`config.mk`:
```
export PLATFORM = sky130hd
export DESIGN_NAME = extent_map_request_splitter_core
export DESIGN_NICKNAME = d
export VERILOG_FILES = /design/src/rtl/emrs_pkg.sv /design/src/rtl/emrs_front.sv /design/src/rtl/emrs_cmd_fifo.sv /design/src/rtl/emrs_back.sv /design/src/rtl/extent_map_request_splitter_core.sv
export SDC_FILE = /design/constraint.sdc
export NUM_CORES = 2
export LEC_CHECK = 0
export BUFFER_PORTS_ARGS = -buffer_cell sky130_fd_sc_hd__clkbuf_2
export CELL_PAD_IN_SITES_DETAIL_PLACEMENT = 0
export CELL_PAD_IN_SITES_GLOBAL_PLACEMENT = 1
export CORE_ASPECT_RATIO = 0.5
export CORE_MARGIN = 2
export CORE_UTILIZATION = 58
export DETAILED_ROUTE_END_ITERATION = 10
export GPL_ROUTABILITY_DRIVEN = 1
export PLACE_DENSITY_LB_ADDON = 0.08
export SYNTH_ARGS = -nofsm -noshare
export SYNTH_HDL_FRONTEND = slang
export SYNTH_SLANG_ARGS = --single-unit
```
`constraint.sdc`:
```
create_clock -name i_clk -period 98.3 [get_ports i_clk]
set_input_delay 4.915 -clock i_clk [delete_from_list [all_inputs] [get_ports i_clk]]
set_output_delay 4.915 -clock i_clk [all_outputs]
set_load 0.005 [all_outputs]
```
`src/rtl/emrs_pkg.sv`:
```
// Shared constants, codes and types for the extent map request splitter.
// No dependencies; every other file of the block imports this package.
package emrs_pkg;

    // Table and result limits.
    localparam int MAX_EXTENTS = 16;
    localparam int MAX_RESULTS = 16;
    localparam int IDX_W       = $clog2(MAX_EXTENTS);
    localparam int CNT_W       = $clog2(MAX_EXTENTS + 1);
    localparam int K_W         = $clog2(MAX_RESULTS);

    // Command queue between front and back; depth must be a power of two, at least 2.
    localparam int FIFO_DEPTH  = 2;
    localparam int FIFO_PTR_W  = $clog2(FIFO_DEPTH);
    localparam int FIFO_CNT_W  = $clog2(FIFO_DEPTH + 1);

    // Field widths.
    localparam int LBA_W       = 64;
    localparam int SEC_W       = 32;
    localparam int ENTRY_IDX_W = 4;
    localparam int COUNT_W     = 5;
    localparam int STATUS_W    = 2;
    localparam int CFG_IDX_W   = 2;
    localparam int CFG_DATA_W  = 64;
    localparam int KIND_W      = 2;

    // Command kinds decided by the front.
    localparam logic [KIND_W-1:0] KIND_LOAD  = 2'd0;
    localparam logic [KIND_W-1:0] KIND_EMPTY = 2'd1;
    localparam logic [KIND_W-1:0] KIND_XFER  = 2'd2;

    // Result status codes.
    localparam logic [STATUS_W-1:0] ST_OK        = 2'd0;
    localparam logic [STATUS_W-1:0] ST_UNMAPPED  = 2'd1;
    localparam logic [STATUS_W-1:0] ST_WR_DENIED = 2'd2;

    // Configuration register indexes.
    localparam logic [CFG_IDX_W-1:0] CFG_BASE  = 2'd0;
    localparam logic [CFG_IDX_W-1:0] CFG_COUNT = 2'd1;
    localparam logic [CFG_IDX_W-1:0] CFG_WREN  = 2'd2;

    typedef struct packed {
        logic [KIND_W-1:0]      kind;
        logic [ENTRY_IDX_W-1:0] idx;
        logic [LBA_W-1:0]       ent_start;
        logic [LBA_W-1:0]       ent_len;
        logic [LBA_W-1:0]       start_sector;
        logic [SEC_W-1:0]       total;
        logic                   wr;
    } t_cmd;

    typedef struct packed {
        logic full;
        logic empty;
    } t_fifo_stat;

endpackage

```
`src/rtl/emrs_front.sv`:
```
// Front end: takes an item from the command port and classifies it into a queue command.
// Depends on emrs_pkg.
module emrs_front
    import emrs_pkg::*;
(
    input  logic                   i_start,
    input  logic                   i_full,
    input  logic                   i_action,
    input  logic [ENTRY_IDX_W-1:0] i_entry_index,
    input  logic [LBA_W-1:0]       i_entry_start,
    input  logic [LBA_W-1:0]       i_entry_length,
    input  logic [LBA_W-1:0]       i_start_sector,
    input  logic [SEC_W-1:0]       i_sector_total,
    input  logic                   i_is_write,
    output logic                   o_push,
    output t_cmd                   o_cmd
);

    always_comb begin
        o_push             = i_start && !i_full;
        o_cmd.idx          = i_entry_index;
        o_cmd.ent_start    = i_entry_start;
        o_cmd.ent_len      = i_entry_length;
        o_cmd.start_sector = i_start_sector;
        o_cmd.total        = i_sector_total;
        o_cmd.wr           = i_is_write;
        if (!i_action) begin
            o_cmd.kind = KIND_LOAD;
        end else if (i_sector_total == '0) begin
            // An empty request is answered at once without a table walk.
            o_cmd.kind = KIND_EMPTY;
        end else begin
            o_cmd.kind = KIND_XFER;
        end
    end

endmodule

```
`src/rtl/emrs_cmd_fifo.sv`:
```
// Short command queue that decouples the front end from the back end.
// Depends on emrs_pkg.
module emrs_cmd_fifo
    import emrs_pkg::*;
(
    input  logic       i_clk,
    input  logic       i_rst_n,
    input  logic       i_push,
    input  t_cmd       i_cmd,
    input  logic       i_pop,
    output t_cmd       o_head,
    output t_fifo_stat o_stat
);

    t_cmd                  r_mem [FIFO_DEPTH];
    logic [FIFO_PTR_W-1:0] r_wptr, n_wptr;
    logic [FIFO_PTR_W-1:0] r_rptr, n_rptr;
    logic [FIFO_CNT_W-1:0] r_cnt,  n_cnt;
    logic                  do_push, do_pop;

    always_comb begin
        o_stat.full  = (r_cnt == FIFO_CNT_W'(FIFO_DEPTH));
        o_stat.empty = (r_cnt == '0);
        do_push      = i_push && !o_stat.full;
        do_pop       = i_pop && !o_stat.empty;
        n_wptr       = do_push ? r_wptr + 1'b1 : r_wptr;
        n_rptr       = do_pop  ? r_rptr + 1'b1 : r_rptr;
        n_cnt        = r_cnt;
        if (do_push && !do_pop) begin
            n_cnt = r_cnt + 1'b1;
        end else if (do_pop && !do_push) begin
            n_cnt = r_cnt - 1'b1;
        end
        o_head = r_mem[r_rptr];
    end

    always_ff @(posedge i_clk) begin
        if (!i_rst_n) begin
            r_wptr <= '0;
            r_rptr <= '0;
            r_cnt  <= '0;
        end else begin
            r_wptr <= n_wptr;
            r_rptr <= n_rptr;
            r_cnt  <= n_cnt;
        end
    end

    always_ff @(posedge i_clk) begin
        if (do_push) begin
            r_mem[r_wptr] <= i_cmd;
        end
    end

endmodule

```
`src/rtl/emrs_back.sv`:
```
// Back end: holds configuration and the extent table, walks the table and issues results.
// Depends on emrs_pkg.
module emrs_back
    import emrs_pkg::*;
(
    input  logic                   i_clk,
    input  logic                   i_rst_n,
    input  logic                   i_cfg_we,
    input  logic [CFG_IDX_W-1:0]   i_cfg_idx,
    input  logic [CFG_DATA_W-1:0]  i_cfg_data,
    input  t_fifo_stat             i_fifo_stat,
    input  t_cmd                   i_head,
    output logic                   o_pop,
    output logic                   o_strobe,
    output logic [LBA_W-1:0]       o_host_sector,
    output logic [SEC_W-1:0]       o_run_length,
    output logic [SEC_W-1:0]       o_buffer_offset,
    output logic                   o_write_flag,
    output logic [STATUS_W-1:0]    o_status,
    output logic                   o_last
);

    localparam logic [2:0] S_IDLE = 3'd0;
    localparam logic [2:0] S_WALK = 3'd1;
    localparam logic [2:0] S_HIT  = 3'd2;
    localparam logic [2:0] S_EMIT = 3'd3;
    localparam logic [2:0] S_NEXT = 3'd4;

    // Configuration.
    logic [LBA_W-1:0]   r_base;
    logic [COUNT_W-1:0] r_count;
    logic               r_wren;

    // Extent table, valid only where loaded.
    logic [LBA_W-1:0] r_tab_start [MAX_EXTENTS];
    logic [LBA_W-1:0] r_tab_len   [MAX_EXTENTS];
    logic             tab_we;

    // Walk state.
    logic [2:0]       r_state, n_state;
    logic [LBA_W-1:0] r_start, n_start;
    logic [SEC_W-1:0] r_total, n_total;
    logic             r_wr,    n_wr;
    logic [SEC_W-1:0] r_done,  n_done;
    logic [K_W-1:0]   r_k,     n_k;
    logic [CNT_W-1:0] r_x,     n_x;
    logic [LBA_W-1:0] r_rem,   n_rem;
    logic [LBA_W-1:0] r_left,  n_left;
    logic [LBA_W-1:0] r_hostp, n_hostp;
    logic [SEC_W-1:0] r_want,  n_want;

    // Result register.
    logic                r_out_stb,  n_out_stb;
    logic [LBA_W-1:0]    r_out_lba,  n_out_lba;
    logic [SEC_W-1:0]    r_out_run,  n_out_run;
    logic [SEC_W-1:0]    r_out_off,  n_out_off;
    logic                r_out_wr,   n_out_wr;
    logic [STATUS_W-1:0] r_out_st,   n_out_st;
    logic                r_out_last, n_out_last;

    logic [CNT_W-1:0] used;
    logic [LBA_W-1:0] len_x;
    logic [LBA_W-1:0] start_x;
    logic             fin;
    logic [SEC_W-1:0] run_n;

    always_comb begin
        used    = (32'(r_count) < 32'(MAX_EXTENTS)) ? CNT_W'(r_count) : CNT_W'(MAX_EXTENTS);
        len_x   = r_tab_len[r_x[IDX_W-1:0]];
        start_x = r_tab_start[r_x[IDX_W-1:0]];
        fin     = ({{(LBA_W - SEC_W){1'b0}}, r_want} <= r_left);
        run_n   = fin ? r_want : r_left[SEC_W-1:0];

        n_state    = r_state;
        n_start    = r_start;
        n_total    = r_total;
        n_wr       = r_wr;
        n_done     = r_done;
        n_k        = r_k;
        n_x        = r_x;
        n_rem      = r_rem;
        n_left     = r_left;
        n_hostp    = r_hostp;
        n_want     = r_want;
        n_out_stb  = 1'b0;
        n_out_lba  = r_out_lba;
        n_out_run  = r_out_run;
        n_out_off  = r_out_off;
        n_out_wr   = r_out_wr;
        n_out_st   = r_out_st;
        n_out_last = r_out_last;
        o_pop      = 1'b0;
        tab_we     = 1'b0;

        case (r_state)
            S_IDLE: begin
                if (!i_fifo_stat.empty) begin
                    o_pop = 1'b1;
                    case (i_head.kind)
                        KIND_LOAD: begin
                            tab_we = (32'(i_head.idx) < 32'(MAX_EXTENTS));
                        end
                        KIND_EMPTY: begin
                            n_out_stb  = 1'b1;
                            n_out_lba  = '0;
                            n_out_run  = '0;
                            n_out_off  = '0;
                            n_out_wr   = i_head.wr;
                            n_out_st   = ST_OK;
                            n_out_last = 1'b1;
                        end
                        KIND_XFER: begin
                            n_start = i_head.start_sector;
                            n_total = i_head.total;
                            n_wr    = i_head.wr;
                            n_done  = '0;
                            n_k     = '0;
                            n_x     = '0;
                            n_rem   = i_head.start_sector;
                            n_state = S_WALK;
                        end
                        default: begin
                        end
                    endcase
                end
            end
            S_WALK: begin
                if (r_x >= used) begin
                    n_out_stb  = 1'b1;
                    n_out_lba  = '0;
                    n_out_run  = '0;
                    n_out_off  = r_done;
                    n_out_wr   = r_wr;
                    n_out_st   = ST_UNMAPPED;
                    n_out_last = 1'b1;
                    n_state    = S_IDLE;
                end else if (r_rem < len_x) begin
                    n_state = S_HIT;
                end else begin
                    n_rem = r_rem - len_x;
                    n_x   = r_x + 1'b1;
                end
            end
            S_HIT: begin
                if (r_wr && !r_wren) begin
                    n_out_stb  = 1'b1;
                    n_out_lba  = '0;
                    n_out_run  = '0;
                    n_out_off  = r_done;
                    n_out_wr   = r_wr;
                    n_out_st   = ST_WR_DENIED;
                    n_out_last = 1'b1;
                    n_state    = S_IDLE;
                end else begin
                    n_left  = len_x - r_rem;
                    n_hostp = r_base + start_x;
                    n_want  = r_total - r_done;
                    n_state = S_EMIT;
                end
            end
            S_EMIT: begin
                n_out_stb = 1'b1;
                n_out_off = r_done;
                n_out_wr  = r_wr;
                if ((r_k == K_W'(MAX_RESULTS - 1)) && !fin) begin
                    // Result slots used up before the request is covered.
                    n_out_lba  = '0;
                    n_out_run  = '0;
                    n_out_st   = ST_UNMAPPED;
                    n_out_last = 1'b1;
                    n_state    = S_IDLE;
                end else begin
                    n_out_lba  = r_hostp + r_rem;
                    n_out_run  = run_n;
                    n_out_st   = ST_OK;
                    n_out_last = fin;
                    n_done     = r_done + run_n;
                    n_k        = r_k + 1'b1;
                    n_state    = fin ? S_IDLE : S_NEXT;
                end
            end
            S_NEXT: begin
                n_rem   = r_start + {{(LBA_W - SEC_W){1'b0}}, r_done};
                n_x     = '0;
                n_state = S_WALK;
            end
            default: begin
                n_state = S_IDLE;
            end
        endcase
    end

    always_ff @(posedge i_clk) begin
        if (!i_rst_n) begin
            r_state   <= S_IDLE;
            r_out_stb <= 1'b0;
            r_base    <= '0;
            r_count   <= '0;
            r_wren    <= 1'b0;
        end else begin
            r_state   <= n_state;
            r_out_stb <= n_out_stb;
            if (i_cfg_we) begin
                case (i_cfg_idx)
                    CFG_BASE:  r_base  <= i_cfg_data;
                    CFG_COUNT: r_count <= i_cfg_data[COUNT_W-1:0];
                    CFG_WREN:  r_wren  <= i_cfg_data[0];
                    default: begin
                    end
                endcase
            end
        end
    end

    always_ff @(posedge i_clk) begin
        r_start    <= n_start;
        r_total    <= n_total;
        r_wr       <= n_wr;
        r_done     <= n_done;
        r_k        <= n_k;
        r_x        <= n_x;
        r_rem      <= n_rem;
        r_left     <= n_left;
        r_hostp    <= n_hostp;
        r_want     <= n_want;
        r_out_lba  <= n_out_lba;
        r_out_run  <= n_out_run;
        r_out_off  <= n_out_off;
        r_out_wr   <= n_out_wr;
        r_out_st   <= n_out_st;
        r_out_last <= n_out_last;
        if (tab_we) begin
            r_tab_start[IDX_W'(i_head.idx)] <= i_head.ent_start;
            r_tab_len[IDX_W'(i_head.idx)]   <= i_head.ent_len;
        end
    end

    assign o_strobe        = r_out_stb;
    assign o_host_sector   = r_out_lba;
    assign o_run_length    = r_out_run;
    assign o_buffer_offset = r_out_off;
    assign o_write_flag    = r_out_wr;
    assign o_status        = r_out_st;
    assign o_last          = r_out_last;

endmodule

```
`src/rtl/extent_map_request_splitter_core.sv`:
```
// Top level of the extent map request splitter: front end, command queue and back end.
// Depends on emrs_pkg, emrs_front, emrs_cmd_fifo and emrs_back.
//
// Usage. The block translates runs of guest sectors into host commands through a table of
// sixteen extents. An item is transferred in at a rising edge where start is high and busy
// is low; it either loads one table slot or requests a read or write transfer. Each result
// is shown for exactly one cycle with o_strobe high and is taken at the end of that cycle:
// the receiver cannot hold results off, so no result ever waits.
// Configuration (partition base, extent count, write enable) is written through i_cfg_we,
// i_cfg_idx and i_cfg_data while the block is idle; writes take effect at once.
// Timing. Items pass a two-entry command queue; busy is high only while it is full. The back
// end takes one queued item per cycle when idle. A slot load gives no result. An empty
// request gives its result through the result register once it has left the queue, with no
// table walk. A transfer leaves the queue and then, for each piece, walks the table up to
// the slot that holds the piece's first sector, then translates, issues and restarts: every
// piece walks the table from slot 0 again, one slot a cycle through the single length
// comparator.
// Reset (synchronous, active low) clears the queue, the sequencer and the configuration;
// table slots are undefined until loaded.
module extent_map_request_splitter_core
    import emrs_pkg::*;
(
    input  logic                   i_clk,
    input  logic                   i_rst_n,
    input  logic                   start,
    output logic                   busy,
    input  logic                   i_action,
    input  logic [ENTRY_IDX_W-1:0] i_entry_index,
    input  logic [LBA_W-1:0]       i_entry_start,
    input  logic [LBA_W-1:0]       i_entry_length,
    input  logic [LBA_W-1:0]       i_start_sector,
    input  logic [SEC_W-1:0]       i_sector_total,
    input  logic                   i_is_write,
    input  logic                   i_cfg_we,
    input  logic [CFG_IDX_W-1:0]   i_cfg_idx,
    input  logic [CFG_DATA_W-1:0]  i_cfg_data,
    output logic                   o_strobe,
    output logic [LBA_W-1:0]       o_host_sector,
    output logic [SEC_W-1:0]       o_run_length,
    output logic [SEC_W-1:0]       o_buffer_offset,
    output logic                   o_write_flag,
    output logic [STATUS_W-1:0]    o_status,
    output logic                   o_last
);

    logic       push;
    logic       pop;
    t_cmd       cmd;
    t_cmd       head;
    t_fifo_stat fifo_stat;

    // The queue being full is the only reason to refuse a transfer.
    assign busy = fifo_stat.full;

    emrs_front u_front (
        .i_start        (start),
        .i_full         (fifo_stat.full),
        .i_action       (i_action),
        .i_entry_index  (i_entry_index),
        .i_entry_start  (i_entry_start),
        .i_entry_length (i_entry_length),
        .i_start_sector (i_start_sector),
        .i_sector_total (i_sector_total),
        .i_is_write     (i_is_write),
        .o_push         (push),
        .o_cmd          (cmd)
    );

    // Slot loads travel through the queue as well, so that they stay in order with
    // transfers still being walked.
    emrs_cmd_fifo u_fifo (
        .i_clk   (i_clk),
        .i_rst_n (i_rst_n),
        .i_push  (push),
        .i_cmd   (cmd),
        .i_pop   (pop),
        .o_head  (head),
        .o_stat  (fifo_stat)
    );

    emrs_back u_back (
        .i_clk           (i_clk),
        .i_rst_n         (i_rst_n),
        .i_cfg_we        (i_cfg_we),
        .i_cfg_idx       (i_cfg_idx),
        .i_cfg_data      (i_cfg_data),
        .i_fifo_stat     (fifo_stat),
        .i_head          (head),
        .o_pop           (pop),
        .o_strobe        (o_strobe),
        .o_host_sector   (o_host_sector),
        .o_run_length    (o_run_length),
        .o_buffer_offset (o_buffer_offset),
        .o_write_flag    (o_write_flag),
        .o_status        (o_status),
        .o_last          (o_last)
    );

endmodule

```
==> impl_metrics.json <==
{
  "maxCapViolCount": 0,
  "dr.pass1.iters": 6,
  "coreArea_sq_um": 229500,
  "syn_nets": 8753,
  "yosys_warnings": 0,
  "overflow": 0,
  "cts-root-buf": "clkbuf_16",
  "syn_area_per_cell_sq_um": 16.67,
  "arrival_ps": 9300,
  "row_count": 124,
  "tns_ps": 0,
  "vias": 75990,
  "syn_inst": 8059,
  "clock-sinks": 3087,
  "finalWirelength_microns": 361500,
  "cp.required_ps": 98980,
  "synth_area_sq_um": 134400,
  "die_y_microns": 344.4,
  "cts_tree": "done",
  "die_area_sq_um": 235800,
  "final_common_cell": "edfxtp_1",
  "ys_ff_latch": 3087,
  "utilization_pct": 64.82,
  "grt_max_degree": 103,
  "max_slew_margin_pct": 13.81,
  "synth_edf_count": 3004,
  "dp_slack_ps": 89440,
  "finClkSkew_ps": 78.96,
  "synthToLayoutAreaGrowth_pct": 10.68,
  "tightest_slew_ps": 1279,
  "fin_nets": 9219,
  "cts_buffers": 274,
  "layout-drive-gt1-share_pct": 21.78,
  "dr.first_iter.drc_count": 9488,
  "synth.yosys.seq_area_share_pct": 68.36,
  "io_pins": 434,
  "grtUsageTotal_pct": 30.50,
  "rsz0062_at_grt": "no",
  "ir_drop_mv": 0.01852,
  "final_cell_mix": "edfxtp_1 (3004), mux4_2 (620), a21oi_1 (485), clkbuf_2 (433), nand2_1 (418)",
  "final_cell_area_sq_um": 148700,
  "cts_setup_buffers": 0,
  "cts_resized": 0,
  "startpoint_type": "register",
  "p_leak_nw": 50.98,
  "power_density_nw_per_um2": 32.72,
  "finalSetupViolations": 0,
  "antenna_found_initial": 20,
  "p_total_mw": 4.866,
  "hold_path.class": "register to register",
  "cp_max_fo": 46,
  "period_share_pct": 8.764,
  "wl_per_cell_microns": 30.61,
  "hpwlAfterDp_microns": 233400,
  "antenna_left": 0,
  "fin_ws_ps": 89690,
  "finalMaxSlewViolations": 0,
  "setup.worst_path.end_class": "register",
  "stdcell_count": 11810,
  "initial_utilization_pct": 58.56,
  "finalCriticalPeriod_ps": 8615,
  "clk_pin_slew_ps": 70,
  "async_reset_ff_share_pct": 0,
  "synth_top_flop_cell": "edfxtp_1",
  "path_class": "register to register",
  "finalHoldWorstSlack_ps": 464.3,
  "grt_pass1_vias": 73580,
  "postCtsHoldBufs": 0,
  "place_congestion": 0.9353,
  "fp.dieW_microns": 684.7,
  "cts-htree-levels": 5,
  "placed_cell_area_sq_um": 140200,
  "hold_violations": 0,
  "yosysUniqueCellTypes": 101,
  "io_buffers": 433,
  "fmax_ghz": 0.1161,
  "cts_buffer_depth": 4,
  "grt_first_pass_wirelength_microns": 517200,
  "dp.cells": 11340,
  "routed_via_density": 6.434,
  "status": "finished clean",
  "route.detailed.drc": 0,
  "clock_latency_ps": 870
}
==> synthesized netlist by cell type (all sizes together) (6+ instances only) <==
| master | count | area (sq um) |
|---|---|---|
| a2111oi | 6 | 83.84 |
| a211o | 11 | 96.34 |
| a211oi | 42 | 332.8 |
| a21boi | 14 | 108.9 |
| a21o | 173 | 1299 |
| a21oi | 490 | 2494 |
| a221o | 7 | 70.07 |
| a221oi | 11 | 96.34 |
| a22oi | 34 | 255.2 |
| a31oi | 28 | 205.2 |
| and2 | 17 | 108.9 |
| and3 | 66 | 412.9 |
| and4 | 10 | 87.58 |
| buf | 96 | 394.1 |
| clkbuf | 257 | 967.2 |
| dfxtp | 83 | 1662 |
| edfxtp | 3004 | 90210 |
| fa | 7 | 140.1 |
| ha | 387 | 4842 |
| inv | 318 | 1194 |
| mux2 | 271 | 3059 |
| mux2i | 23 | 230.2 |
| mux4 | 620 | 13960 |
| nand2 | 419 | 1573 |
| nand2b | 49 | 306.5 |
| nand3 | 71 | 355.3 |
| nand4 | 101 | 631.9 |
| nor2 | 363 | 1365 |
| nor2b | 51 | 319.1 |
| nor3 | 78 | 390.4 |
| nor3b | 9 | 67.56 |
| nor4 | 28 | 175.2 |
| o211ai | 23 | 177.7 |
| o21a | 41 | 307.8 |
| o21ai | 259 | 1304 |
| o21bai | 83 | 638.1 |
| o221ai | 24 | 210.2 |
| o31ai | 26 | 214.0 |
| o41ai | 7 | 76.32 |
| or2 | 9 | 56.31 |
| or3 | 13 | 81.33 |
| xnor2 | 226 | 1979 |
| xor2 | 132 | 1156 |
==> cells by family after synthesis <==
family          share of synthesized area, %
compound gates                         6.345
buf+inv                                1.901
simple gates                           4.509
mux                                    12.84
xor+xnor                               2.333
flops                                  68.36
fa+ha+maj                              3.708
==> per-layer routing <==
| metal | wire length (microns) | global-route usage, % |
|---|---|---|
| met5 | 26 | 0 |
| met4 | 7400 | 6.066 |
| met3 | 34330 | 6.093 |
| met1 | 153300 | 45.59 |
| met2 | 166500 | 47.55 |
==> critical path: stages, from the launching register on <==
cell and delay (ps):
dfxtp_4 910, buf_4 860, buf_4 810, buf_4 820, buf_4 800, mux4_2 590, mux4_2 540, ha_1 390
nand4_1 150, nor4_1 350, a31oi_1 120, o311ai_1 130, o21bai_1 180, o31a_1 290, and2_1 190, o41a_1 450
o211ai_1 200, a21oi_1 140, o21ai_2 150, xor2_1 180
==> where the power goes <==
| group | internal, mW | switching (mW) | leakage (nW) |
|---|---|---|---|
| Sequential | 1.69 | 0.0794 | 28.0 |
| Clock | 0.581 | 0.473 | 4.15 |
| Combinational | 0.761 | 1.28 | 18.9 |
==> final timing paths <==
| path | startpoint | to | slack, ps | cells past startpoint |
|---|---|---|---|---|
| setup reg to reg | register | u_back.r_hostp[62] | 89690 | 19 |
| hold / removal | u_back.r_base[14] | u_back.r_base[14] | 460 | 2 |
| hold reg to reg | u_back.r_base[14] | u_back.r_base[14] | 460 | 2 |
| setup / recovery | register | u_back.r_hostp[62] | 89690 | 19 |
==> flip-flops by register name, indices dropped and copies added (netlist names), 2 cells and up, named ones only <==
signal and cells:
u_back.r_tab_len 1024, u_back.r_tab_start 1024, u_fifo.r_mem 462, u_back.o_host_sector 64
u_back.r_base 64, u_back.r_hostp 64, u_back.r_left 64, u_back.r_rem 64
u_back.r_start 64, u_back.o_buffer_offset 32, u_back.o_run_length 32, u_back.r_done 32
u_back.r_total 32, u_back.r_want 32, u_back.r_count 5, u_back.r_x 5
u_back.r_k 4, u_back.r_state 3, u_back.o_status 2, u_fifo.r_cnt 2
==> layout make-up <==
type / instances / area [sq um]
Clock buffer: 330 / 7224
Timing Repair Buffer: 543 / 3105
Tap cell: 3087 / 3862
Multi-Input combinational cell: 4301 / 40160
Clock inverter: 142 / 1294
Antenna cell: 3 / 7.507
Fill cell: 16030 / 80730
Sequential cell: 3087 / 91890
Inverter: 318 / 1195
Note: power is estimated with default switching activity, not from simulation.
